**config.mk**
```make
export PLATFORM = sky130hd
export DESIGN_NAME = lcd_nibble_write_sequencer_flat
export DESIGN_NICKNAME = d
export VERILOG_FILES = /design/src/rtl/lnws_pkg.sv /design/src/rtl/lcd_req_if.sv /design/src/rtl/lcd_pin_if.sv /design/src/rtl/lnws_front.sv /design/src/rtl/lnws_queue.sv /design/src/rtl/lnws_back.sv /design/src/rtl/lcd_nibble_write_sequencer.sv /design/src/flat_wrapper.sv
export VERILOG_INCLUDE_DIRS = /design/src /design/src/rtl
export SDC_FILE = /design/constraint.sdc
export NUM_CORES = 1
export LEC_CHECK = 0
export ABC_CLOCK_PERIOD_IN_PS = 3500
export CAP_MARGIN = 20
export CORE_MARGIN = 5
export CORE_UTILIZATION = 30
export CTS_CLUSTER_SIZE = 40
export DETAILED_ROUTE_END_ITERATION = 10
export DONT_BUFFER_PORTS = 1
export RECOVER_POWER = 50
export SLEW_MARGIN = 15
export SYNTH_ARGS = -nofsm -noshare
export SYNTH_HDL_FRONTEND = slang
export SYNTH_SLANG_ARGS = --single-unit
```
**constraint.sdc**
```tcl
create_clock -name i_clk -period 3.5 [get_ports i_clk]
set_clock_uncertainty 0.1 [all_clocks]
set_input_delay 0.7 -clock i_clk [delete_from_list [all_inputs] [get_ports i_clk]]
set_output_delay 0.7 -clock i_clk [all_outputs]
set_load 0.05 [all_outputs]
```
**src/rtl/assert_macros.svh**
```systemverilog
// ----------------------------------------------------------------------------
// assert_macros.svh
// shared concurrent assertion macros, clocked on rising edge, reset gated
// ----------------------------------------------------------------------------
`ifndef ASSERT_MACROS_SVH
`define ASSERT_MACROS_SVH

// same-cycle implication
`define AST_IMPLY(label, clk, rst_n, ante, cons) \
    label: assert property (@(posedge clk) disable iff (!(rst_n)) (ante) |-> (cons)) \
        else $error("assertion failed");

// next-cycle implication
`define AST_NEXT(label, clk, rst_n, ante, cons) \
    label: assert property (@(posedge clk) disable iff (!(rst_n)) (ante) |=> (cons)) \
        else $error("assertion failed");

`endif

```
**src/rtl/lnws_pkg.sv**
```systemverilog
// ----------------------------------------------------------------------------
// lnws_pkg
// types, constants and tables of the lcd nibble write sequencer
// ----------------------------------------------------------------------------
package lnws_pkg;

    localparam int unsigned HOLD_W  = 16;
    localparam int unsigned Q_DEPTH = 2;
    localparam int unsigned Q_AW    = $clog2(Q_DEPTH);
    localparam int unsigned INIT_NIBBLES = 14;

    localparam logic [HOLD_W-1:0] RST_PULSE_HOLD   = 16'd500;
    localparam logic [HOLD_W-1:0] RST_POWERUP_WAIT = 16'd40000;
    localparam logic [HOLD_W-1:0] RST_WAKE_GAP     = 16'd200;
    localparam logic [HOLD_W-1:0] RST_CMD_GAP      = 16'd400;

    typedef enum logic [1:0] {
        OP_CMD   = 2'd0,
        OP_CHAR  = 2'd1,
        OP_UPPER = 2'd2,
        OP_INIT  = 2'd3
    } t_op;

    typedef enum logic [1:0] {
        CFG_PULSE_HOLD   = 2'd0,
        CFG_POWERUP_WAIT = 2'd1,
        CFG_WAKE_GAP     = 2'd2,
        CFG_CMD_GAP      = 2'd3
    } t_cfg_idx;

    typedef enum logic [1:0] {
        ST_IDLE,
        ST_PRE,
        ST_NIB,
        ST_POST
    } t_state;

    typedef enum logic [1:0] {
        PH_SET,
        PH_HIGH,
        PH_LOW
    } t_phase;

    typedef enum logic [1:0] {
        GAP_NONE,
        GAP_WAKE,
        GAP_CMD
    } t_gap;

    typedef struct packed {
        t_op        op;
        logic [7:0] value;
        logic [3:0] nib_last;
    } t_job;

    typedef struct packed {
        logic [HOLD_W-1:0] pulse_hold;
        logic [HOLD_W-1:0] powerup_wait;
        logic [HOLD_W-1:0] wake_gap;
        logic [HOLD_W-1:0] cmd_gap;
    } t_cfg;

    typedef struct packed {
        logic full;
        logic empty;
    } t_q_stat;

    typedef struct packed {
        logic idle;
        logic init_run;
    } t_back_stat;

    // nibble sequence of the initialization: wake-ups, 4-bit mode, set-up bytes
    function automatic logic [3:0] init_nibble(input logic [3:0] idx);
        logic [3:0] nib;
        unique case (idx)
            4'd0, 4'd1, 4'd2: nib = 4'h3;
            4'd3, 4'd4:       nib = 4'h2;
            4'd5:             nib = 4'h8;
            4'd6:             nib = 4'h1;
            4'd7, 4'd8:       nib = 4'h0;
            4'd9:             nib = 4'hF;
            4'd10:            nib = 4'h0;
            4'd11:            nib = 4'h6;
            4'd12:            nib = 4'h0;
            4'd13:            nib = 4'h1;
            default:          nib = 4'h0;
        endcase
        return nib;
    endfunction

    function automatic t_gap init_gap(input logic [3:0] idx);
        t_gap g;
        if (idx < 4'd3) begin
            g = GAP_WAKE;
        end else if (idx == 4'd3) begin
            g = GAP_CMD;
        end else if (idx[0]) begin
            g = GAP_CMD;
        end else begin
            g = GAP_NONE;
        end
        return g;
    endfunction

endpackage

```
**src/rtl/lcd_req_if.sv**
```systemverilog
// ----------------------------------------------------------------------------
// lcd_req_if
// request channel: operation code and byte
// ----------------------------------------------------------------------------
interface lcd_req_if;
    logic       valid;
    logic       ready;
    logic [1:0] cmd;
    logic [7:0] value;

    modport source (output valid, output cmd, output value, input ready);
    modport sink   (input valid, input cmd, input value, output ready);
endinterface

```
**src/rtl/lcd_pin_if.sv**
```systemverilog
// ----------------------------------------------------------------------------
// lcd_pin_if
// pin state channel: data lines, rs, enable, hold time, last marker
// ----------------------------------------------------------------------------
interface lcd_pin_if;
    logic        valid;
    logic        ready;
    logic [3:0]  data_nibble;
    logic        reg_select;
    logic        enable;
    logic [15:0] hold_us;
    logic        last;

    modport source (output valid, output data_nibble, output reg_select,
                    output enable, output hold_us, output last, input ready);
    modport sink   (input valid, input data_nibble, input reg_select,
                    input enable, input hold_us, input last, output ready);
endinterface

```
**src/rtl/lnws_front.sv**
```systemverilog
// ----------------------------------------------------------------------------
// lnws_front
// accepts requests and classifies them into sequencer jobs
// ----------------------------------------------------------------------------
module lnws_front
    import lnws_pkg::*;
(
    input  logic        i_clk,
    input  logic        i_rst_n,
    lcd_req_if.sink     i_req,
    input  t_q_stat     i_q_stat,
    output logic        o_push,
    output t_job        o_job
);

    logic r_valid;
    t_job r_job;
    t_job w_job;
    logic w_take;

    always_comb begin
        w_job.op    = t_op'(i_req.cmd);
        w_job.value = i_req.value;
        unique case (t_op'(i_req.cmd))
            OP_CMD:   w_job.nib_last = 4'd1;
            OP_CHAR:  w_job.nib_last = 4'd1;
            OP_UPPER: w_job.nib_last = 4'd0;
            OP_INIT:  w_job.nib_last = 4'(INIT_NIBBLES - 1);
            default:  w_job.nib_last = 4'd0;
        endcase
    end

    assign o_push      = r_valid && !i_q_stat.full;
    assign i_req.ready = !r_valid || !i_q_stat.full;
    assign w_take      = i_req.valid && i_req.ready;
    assign o_job       = r_job;

    always_ff @(posedge i_clk) begin
        if (!i_rst_n) begin
            r_valid <= 1'b0;
        end else if (w_take) begin
            r_valid <= 1'b1;
        end else if (o_push) begin
            r_valid <= 1'b0;
        end
    end

    always_ff @(posedge i_clk) begin
        if (w_take) begin
            r_job <= w_job;
        end
    end

endmodule

```
**src/rtl/lnws_queue.sv**
```systemverilog
// ----------------------------------------------------------------------------
// lnws_queue
// short job queue between front and back
// ----------------------------------------------------------------------------
module lnws_queue
    import lnws_pkg::*;
(
    input  logic    i_clk,
    input  logic    i_rst_n,
    input  logic    i_push,
    input  t_job    i_job,
    input  logic    i_pop,
    output t_job    o_job,
    output t_q_stat o_stat
);

    t_job              r_mem [Q_DEPTH];
    logic [Q_AW-1:0]   r_wr_ptr;
    logic [Q_AW-1:0]   r_rd_ptr;
    logic [Q_AW:0]     r_count;
    logic              w_wr;
    logic              w_rd;

    assign o_stat.full  = (r_count == (Q_AW+1)'(Q_DEPTH));
    assign o_stat.empty = (r_count == '0);
    assign w_wr  = i_push && !o_stat.full;
    assign w_rd  = i_pop && !o_stat.empty;
    assign o_job = r_mem[r_rd_ptr];

    always_ff @(posedge i_clk) begin
        if (w_wr) begin
            r_mem[r_wr_ptr] <= i_job;
        end
    end

    always_ff @(posedge i_clk) begin
        if (!i_rst_n) begin
            r_wr_ptr <= '0;
            r_rd_ptr <= '0;
            r_count  <= '0;
        end else begin
            if (w_wr) begin
                r_wr_ptr <= (r_wr_ptr == Q_AW'(Q_DEPTH - 1)) ? '0 : r_wr_ptr + 1'b1;
            end
            if (w_rd) begin
                r_rd_ptr <= (r_rd_ptr == Q_AW'(Q_DEPTH - 1)) ? '0 : r_rd_ptr + 1'b1;
            end
            if (w_wr && !w_rd) begin
                r_count <= r_count + 1'b1;
            end else if (w_rd && !w_wr) begin
                r_count <= r_count - 1'b1;
            end
        end
    end

endmodule

```
**src/rtl/lnws_back.sv**
```systemverilog
// ----------------------------------------------------------------------------
// lnws_back
// pin state sequencer: walks one job, when the output is not stalled one pin state per cycle
// ----------------------------------------------------------------------------
module lnws_back
    import lnws_pkg::*;
(
    input  logic        i_clk,
    input  logic        i_rst_n,
    input  t_cfg        i_cfg,
    input  t_q_stat     i_q_stat,
    input  t_job        i_q_job,
    output logic        o_q_pop,
    output t_back_stat  o_stat,
    lcd_pin_if.source   o_pin
);

    t_state            r_state;
    t_state            n_state;
    t_job              r_job;
    logic [3:0]        r_nib;
    t_phase            r_phase;
    logic [3:0]        r_data_lines;

    logic              r_o_valid;
    logic [3:0]        r_o_data;
    logic              r_o_rs;
    logic              r_o_en;
    logic [HOLD_W-1:0] r_o_hold;
    logic              r_o_last;

    logic              w_out_free;
    logic              w_nib_done;
    logic [3:0]        w_nibble;
    logic [HOLD_W-1:0] w_gap;
    logic [HOLD_W:0]   w_sum;
    logic [HOLD_W-1:0] w_sat;
    t_gap              w_gap_sel;

    logic              w_emit;
    logic [3:0]        w_data;
    logic              w_rs;
    logic              w_en;
    logic [HOLD_W-1:0] w_hold;
    logic              w_last;

    assign w_out_free = !r_o_valid || o_pin.ready;
    assign w_nib_done = (r_nib == r_job.nib_last);
    assign o_q_pop    = (r_state == ST_IDLE) && !i_q_stat.empty;

    assign o_stat.idle     = (r_state == ST_IDLE);
    assign o_stat.init_run = (r_state != ST_IDLE) && (r_job.op == OP_INIT);

    // nibble and gap of the current step
    always_comb begin
        if (r_job.op == OP_INIT) begin
            w_nibble  = init_nibble(r_nib);
            w_gap_sel = init_gap(r_nib);
        end else begin
            w_nibble  = (r_nib == 4'd0) ? r_job.value[7:4] : r_job.value[3:0];
            w_gap_sel = GAP_NONE;
        end
        unique case (w_gap_sel)
            GAP_WAKE: w_gap = i_cfg.wake_gap;
            GAP_CMD:  w_gap = i_cfg.cmd_gap;
            default:  w_gap = '0;
        endcase
        w_sum = {1'b0, i_cfg.pulse_hold} + {1'b0, w_gap};
        w_sat = w_sum[HOLD_W] ? {HOLD_W{1'b1}} : w_sum[HOLD_W-1:0];
    end

    // next state
    always_comb begin
        n_state = r_state;
        unique case (r_state)
            ST_IDLE: begin
                if (!i_q_stat.empty) begin
                    n_state = (i_q_job.op == OP_CHAR || i_q_job.op == OP_INIT)
                              ? ST_PRE : ST_NIB;
                end
            end
            ST_PRE: begin
                if (w_out_free) begin
                    n_state = ST_NIB;
                end
            end
            ST_NIB: begin
                if (w_out_free && r_phase == PH_LOW && w_nib_done) begin
                    n_state = (r_job.op == OP_CHAR) ? ST_POST : ST_IDLE;
                end
            end
            ST_POST: begin
                if (w_out_free) begin
                    n_state = ST_IDLE;
                end
            end
            default: n_state = ST_IDLE;
        endcase
    end

    // pin state of the current step
    always_comb begin
        w_emit = 1'b0;
        w_data = r_data_lines;
        w_rs   = 1'b0;
        w_en   = 1'b0;
        w_hold = '0;
        w_last = 1'b0;
        unique case (r_state)
            ST_IDLE: begin
                w_emit = 1'b0;
            end
            ST_PRE: begin
                w_emit = w_out_free;
                w_rs   = (r_job.op == OP_CHAR);
                w_hold = (r_job.op == OP_INIT) ? i_cfg.powerup_wait : i_cfg.pulse_hold;
            end
            ST_NIB: begin
                w_emit = w_out_free;
                w_data = w_nibble;
                w_rs   = (r_job.op == OP_CHAR);
                w_en   = (r_phase == PH_HIGH);
                w_hold = (r_phase == PH_LOW) ? w_sat : i_cfg.pulse_hold;
                w_last = (r_phase == PH_LOW) && w_nib_done && (r_job.op != OP_CHAR);
            end
            ST_POST: begin
                w_emit = w_out_free;
                w_last = 1'b1;
            end
            default: w_emit = 1'b0;
        endcase
    end

    always_ff @(posedge i_clk) begin
        if (!i_rst_n) begin
            r_state      <= ST_IDLE;
            r_phase      <= PH_SET;
            r_nib        <= '0;
            r_data_lines <= '0;
            r_o_valid    <= 1'b0;
        end else begin
            r_state <= n_state;
            if (o_q_pop) begin
                r_nib   <= '0;
                r_phase <= PH_SET;
            end else if (r_state == ST_NIB && w_emit) begin
                unique case (r_phase)
                    PH_SET:  r_phase <= PH_HIGH;
                    PH_HIGH: r_phase <= PH_LOW;
                    PH_LOW: begin
                        r_phase <= PH_SET;
                        r_nib   <= r_nib + 1'b1;
                    end
                    default: r_phase <= PH_SET;
                endcase
            end
            if (r_state == ST_NIB && w_emit && r_phase == PH_SET) begin
                r_data_lines <= w_nibble;
            end
            if (w_emit) begin
                r_o_valid <= 1'b1;
            end else if (o_pin.ready) begin
                r_o_valid <= 1'b0;
            end
        end
    end

    always_ff @(posedge i_clk) begin
        if (o_q_pop) begin
            r_job <= i_q_job;
        end
        if (w_emit) begin
            r_o_data <= w_data;
            r_o_rs   <= w_rs;
            r_o_en   <= w_en;
            r_o_hold <= w_hold;
            r_o_last <= w_last;
        end
    end

    assign o_pin.valid       = r_o_valid;
    assign o_pin.data_nibble = r_o_data;
    assign o_pin.reg_select  = r_o_rs;
    assign o_pin.enable      = r_o_en;
    assign o_pin.hold_us     = r_o_hold;
    assign o_pin.last        = r_o_last;

endmodule

```
**src/rtl/lcd_nibble_write_sequencer.sv**
```systemverilog
// ----------------------------------------------------------------------------
// lcd_nibble_write_sequencer
// 4-bit character lcd write sequencer, request in, timed pin states out
// ----------------------------------------------------------------------------
// Each request (command byte, character byte, upper-nibble command or
// initialize) becomes an ordered run of pin states with hold times; the last
// is marked. The back-end sequencer emits one pin state per cycle when the
// output register is free, after it has loaded the job from the two-entry
// queue. Requests are accepted into the front stage and queue while the back
// end is still busy. Hold-time registers are written through the plain write
// port and should only change while the block is idle.
// ----------------------------------------------------------------------------
`include "assert_macros.svh"

module lcd_nibble_write_sequencer
    import lnws_pkg::*;
(
    input  logic              i_clk,
    input  logic              i_rst_n,
    input  logic              i_cfg_we,
    input  logic [1:0]        i_cfg_idx,
    input  logic [HOLD_W-1:0] i_cfg_data,
    lcd_req_if.sink           i_req,
    lcd_pin_if.source         o_pin
);

    t_cfg       r_cfg;
    t_q_stat    w_q_stat;
    t_back_stat w_back_stat;
    t_job       w_push_job;
    t_job       w_q_job;
    logic       w_push;
    logic       w_pop;

    always_ff @(posedge i_clk) begin
        if (!i_rst_n) begin
            r_cfg.pulse_hold   <= RST_PULSE_HOLD;
            r_cfg.powerup_wait <= RST_POWERUP_WAIT;
            r_cfg.wake_gap     <= RST_WAKE_GAP;
            r_cfg.cmd_gap      <= RST_CMD_GAP;
        end else if (i_cfg_we) begin
            unique case (t_cfg_idx'(i_cfg_idx))
                CFG_PULSE_HOLD:   r_cfg.pulse_hold   <= i_cfg_data;
                CFG_POWERUP_WAIT: r_cfg.powerup_wait <= i_cfg_data;
                CFG_WAKE_GAP:     r_cfg.wake_gap     <= i_cfg_data;
                CFG_CMD_GAP:      r_cfg.cmd_gap      <= i_cfg_data;
                default:          r_cfg.pulse_hold   <= r_cfg.pulse_hold;
            endcase
        end
    end

    lnws_front u_front (
        .i_clk    (i_clk),
        .i_rst_n  (i_rst_n),
        .i_req    (i_req),
        .i_q_stat (w_q_stat),
        .o_push   (w_push),
        .o_job    (w_push_job)
    );

    lnws_queue u_queue (
        .i_clk   (i_clk),
        .i_rst_n (i_rst_n),
        .i_push  (w_push),
        .i_job   (w_push_job),
        .i_pop   (w_pop),
        .o_job   (w_q_job),
        .o_stat  (w_q_stat)
    );

    lnws_back u_back (
        .i_clk    (i_clk),
        .i_rst_n  (i_rst_n),
        .i_cfg    (r_cfg),
        .i_q_stat (w_q_stat),
        .i_q_job  (w_q_job),
        .o_q_pop  (w_pop),
        .o_stat   (w_back_stat),
        .o_pin    (o_pin)
    );

    // enable-high states always hold for the plain pulse time
    `AST_IMPLY(a_en_hold, i_clk, i_rst_n, o_pin.valid && o_pin.enable, o_pin.hold_us == r_cfg.pulse_hold)
    // a popped job leaves the sequencer busy next cycle
    `AST_NEXT(a_pop_busy, i_clk, i_rst_n, w_pop, !w_back_stat.idle)
    // pops only happen from an idle sequencer with data queued
    `AST_IMPLY(a_pop_legal, i_clk, i_rst_n, w_pop, w_back_stat.idle && !w_q_stat.empty)
    // rs is never raised during initialization
    `AST_IMPLY(a_init_rs, i_clk, i_rst_n, w_back_stat.init_run && o_pin.valid && !o_pin.last, !o_pin.reg_select)

endmodule

```
**src/flat_wrapper.sv**
```systemverilog
// flat-port wrapper written by rule: the top's interface ports become plain ports
module lcd_nibble_write_sequencer_flat import lnws_pkg::*;
  (i_clk, i_rst_n, i_cfg_we, i_cfg_idx, i_cfg_data, i_req_valid, i_req_cmd, i_req_value, i_req_ready, o_pin_valid, o_pin_data_nibble, o_pin_reg_select, o_pin_enable, o_pin_hold_us, o_pin_last, o_pin_ready);
  lcd_req_if i_req_i ();
  lcd_pin_if o_pin_i ();
  input  logic i_clk;
  input  logic i_rst_n;
  input  logic i_cfg_we;
  input  logic [1:0] i_cfg_idx;
  input  logic [HOLD_W-1:0] i_cfg_data;
  input wire logic [$bits(i_req_i.valid)-1:0] i_req_valid;
  input wire logic [$bits(i_req_i.cmd)-1:0] i_req_cmd;
  input wire logic [$bits(i_req_i.value)-1:0] i_req_value;
  output wire logic [$bits(i_req_i.ready)-1:0] i_req_ready;
  output wire logic [$bits(o_pin_i.valid)-1:0] o_pin_valid;
  output wire logic [$bits(o_pin_i.data_nibble)-1:0] o_pin_data_nibble;
  output wire logic [$bits(o_pin_i.reg_select)-1:0] o_pin_reg_select;
  output wire logic [$bits(o_pin_i.enable)-1:0] o_pin_enable;
  output wire logic [$bits(o_pin_i.hold_us)-1:0] o_pin_hold_us;
  output wire logic [$bits(o_pin_i.last)-1:0] o_pin_last;
  input wire logic [$bits(o_pin_i.ready)-1:0] o_pin_ready;
  assign i_req_i.valid = i_req_valid;
  assign i_req_i.cmd = i_req_cmd;
  assign i_req_i.value = i_req_value;
  assign i_req_ready = i_req_i.ready;
  assign o_pin_valid = o_pin_i.valid;
  assign o_pin_data_nibble = o_pin_i.data_nibble;
  assign o_pin_reg_select = o_pin_i.reg_select;
  assign o_pin_enable = o_pin_i.enable;
  assign o_pin_hold_us = o_pin_i.hold_us;
  assign o_pin_last = o_pin_i.last;
  assign o_pin_i.ready = o_pin_ready;
  lcd_nibble_write_sequencer u_core (.i_clk(i_clk), .i_rst_n(i_rst_n), .i_cfg_we(i_cfg_we), .i_cfg_idx(i_cfg_idx), .i_cfg_data(i_cfg_data), .i_req(i_req_i), .o_pin(o_pin_i));
endmodule
```
==> reports/summary.txt <==
Nets: 800
Via Count: 5260
Core Area: 24390 um^2
H-tree depth: 4
Num ports: 58
Max Clk Rate: 0.3011 GHz
Mapped Area: 7451 um^2
Clock root buffer: clkbuf_16
Most Frequent Cell on Critical Path: buf_4
WHS: 0.2601 ns
CTS tree: built
Initial cell density of the core: 0.3055
Setup CP Type: register to register
Seq/Total Area, Yosys: 0.5199
Pin count of the biggest net entering global routing: 80
Peak supply drop: 0.3756 mV
Number of clock sinks: 158
Crit path max-delay family: compound AO/OA/AOI/OAI gates
Post-Synthesis Cells: 725
Worst-path clk slew: 0.08 ns
Area delta synth->final: 14.91%
Post-detail-place hpwl: 12840 um
Tot Pwr: 5.969 mW
Critical Path RT: 3.65 ns
Sequence of cells on the critical path: buf_4, nor4_2, buf_4, a22o_1, ha_1, fa_1, a211oi_2, nor2_1, o31a_1, o2111ai_1, or3b_1, a31oi_1
Aggregate global-route resource usage: 0.1278
Hold_sp: i_req_value[1]
Met1 GRT Util: 0.1819
Synthesis Warnings: 0
Worst path buffer plus inverter count: 2
Worst min path class: input port to register
Pwr per Cell Area: 697.2 nW/um^2
Port-buffer cells: 0
CP max-delay cell: dfxtp_1
Filler Cells Inserted: 2422
Die Y: 167.6 um
Num rows: 57
Skew-Pair Late Insertion Delay: 0.43 ns
Maxcap violations: 0
Critical R2R Launch: u_core.u_back.r_nib[2]$_SDFFE_PP0P_
Die Footprint: 28090 um^2
Crit share post-route: 0.9490
Die width: 167.6 um
Outcome: finished, final reports clean
Share of cells above drive strength 1: 0.1323
Worst slew margin: 0.3572
Fin Setup TNS: 0 ns
Post-detailed-route count of antenna-violating nets: 0
Antenna violations before repair: 0
Syn Nets: 782
Final hold vios: 0
CP Launch Point: u_core.u_back.r_nib[2]$_SDFFE_PP0P_
Worst Path Arrival: 3.47 ns
Crit. End Element: register
Worst Tran Pin Value: 0.9642 ns
DR pass1 iterations: 5
Mean Syn Cell Area: 10.28 um^2
Number of library cell types mapped by synthesis: 68
Post-synth top flop: dfxtp_1
DR DRC count: 0
Max FO, Critical Path: 7
Seq cells post-synth: 158
GPL Wtd Cong: 0.8805
Minimum clock period: 3.321 ns
Clock buffer depth: 2
# hold bufs at CTS: 0
Grt ovf: 0
Final-report setup violation count: 0
First-pass GRT wire length: 28900 um
GRT Max-Usage Layer: met2
Vias per cell: 4.870
Pins Over Slew Limit: 0
Final wirelength: 17680 um
Cts bufs inserted: 17
# diodes: 0
Async SR Flop Fraction: 0
Met2 Usage GRT: 0.1945
Number of flops mapped to enable cells by yosys: 71
Vias in the first global route: 5158
Worst path max stage delay: 0.46 ns
Element type at the critical path start: register
Routed len/inst: 16.37 um
DRT iter0 DRCs: 436
RSZ-0062 raised after global routing: no
Met3 global-route usage: 0.03206
P_leak: 3.272 nW
-- state kept, by name, summed over array words and instances (netlist names), 2 cells and up, named ones only --
register	flops
u_core.u_back.r_phase	2
u_core.u_back.r_data_lines	4
u_core.u_back.o_pin.data_nibble	4
u_core.u_queue.r_count	2
u_core.u_front.o_job	12
u_core.u_back.r_job	12
u_core.r_cfg	64
u_core.u_queue.r_mem	24
u_core.u_back.r_state	2
u_core.u_back.r_nib	4
u_core.u_back.o_pin.hold_us	16
-- synth_stat cells (3+ instances only) --
master	n	share of area
xor2_1	9	0.011
and3_1	4	0.0034
a21boi_0	54	0.054
edfxtp_1	71	0.29
inv_1	12	0.0060
o221ai_1	9	0.011
a22o_1	16	0.019
nor2b_1	10	0.0084
a21o_1	4	0.0040
nor2_1	30	0.015
a21oi_1	24	0.016
nand2_1	156	0.079
xnor2_1	7	0.0082
ha_1	23	0.039
mux2_2	21	0.032
dfxtp_1	87	0.23
nor3_1	5	0.0034
nand3_1	21	0.014
mux2i_1	21	0.028
and2_1	10	0.0084
clkbuf_1	30	0.015
nand2b_1	3	0.0025
o21ai_0	28	0.019
or3_1	5	0.0042
a211oi_1	3	0.0030
a31oi_1	3	0.0025
o21a_1	5	0.0050
-- worst register-to-register path, delay by kind of cell (launching register included) --
family          cells  cell delay (ns)
compound gates      5             1.14
fa+ha+maj           2             0.64
buf+inv             2             0.31
flops               1             0.46
simple gates        3             0.50
-- through the flow --
stage | util | cell area, um^2 | setup slack (ns) | cells
final | 0.3510 | 8562 | 0.1786 | 1080
after global routing | 0.3510 | 8562 | 0.0001641 | 1080
after global placement | 0.3261 | 7954 | 0.1649 | 1048
after floorplan | - | 7451 | 0.04318 | 725
after detailed placement | 0.3261 | 7954 | 0.1046 | 1048
after CTS | 0.3509 | 8559 | 0.08428 | 1080
-- path summary, 6_finish.rpt --
kind | endpoint | slack [ns] | cells after the start
setup / recovery | u_core.u_back.o_pin.hold_us[14]$_DFFE_PP_ | 0.18 | 12
hold / removal | u_core.u_front.o_job[5]$_DFFE_PP_ | 0.26 | 0
setup reg to reg | u_core.u_back.o_pin.hold_us[14]$_DFFE_PP_ | 0.18 | 12
hold reg to reg | u_core.u_queue.r_mem[0][9]$_DFFE_PP_ | 0.35 | 0
-- what timing repair did --
action	in CTS	in global routing
gates resized for setup	0	3
endpoints found under the setup margin	0	8
buffers inserted	0	0
-- where the power goes --
group	switching, mW	internal, mW	total, mW	leakage [nW]
clock	0.874	0.970	1.84	0.292
sequential	0.578	2.32	2.90	1.38
combinational	0.747	0.480	1.23	1.60
-- layout make-up --
cell class / instances / area, um^2 / share of cell area
Sequential cell: 158 / 3874 / 0.4524
Multi-Input combinational cell: 517 / 3366 / 0.3931
Clock buffer: 17 / 425.4 / 0.04969
Tap cell: 324 / 405.4 / 0.04735
Timing Repair Buffer: 35 / 259.0 / 0.03025
Clock inverter: 15 / 180.2 / 0.02104
Inverter: 14 / 52.55 / 0.006138
-- cell usage in the layout, fill, tap and decap left out, types with 10 or more instances in the layout --
cell	synthesis	final
o21ai_0	28	26
a21boi_0	54	54
buf_4	0	34
dfxtp_1	87	87
edfxtp_1	71	71
inv_1	12	12
nor2_1	30	28
a21oi_1	24	23
a22o_1	16	16
mux2i_1	21	21
nand3_1	21	21
ha_1	23	23
clkbuf_16	0	17
mux2_2	21	17
nor2b_1	10	10
nand2_1	156	156
-- kinds of logic (layout without fill, tap and decap cells) --
kind of cell | after synthesis | count (layout) | synth area share
adders and majority gates | 24 | 24 | 0.04131
buffers and inverters | 50 | 81 | 0.03039
DFF | 158 | 158 | 0.5199
AOI/OAI and AO/OA | 173 | 173 | 0.1703
xor gates and xnor gates | 16 | 16 | 0.01881
and+or+nand+nor | 262 | 262 | 0.1594
muxes | 42 | 42 | 0.05995
-- per-layer routing --
| metal | routed length, um | up-vias |
|---|---|---|
| li1 | - | 2633 |
| met1 | 8581 | 2466 |
| met2 | 7880 | 150 |
| met3 | 1077 | 11 |
| met4 | 142 | 0 |
| met5 | 0 | - |
No activity file was read; power rests on OpenSTA's default activity.
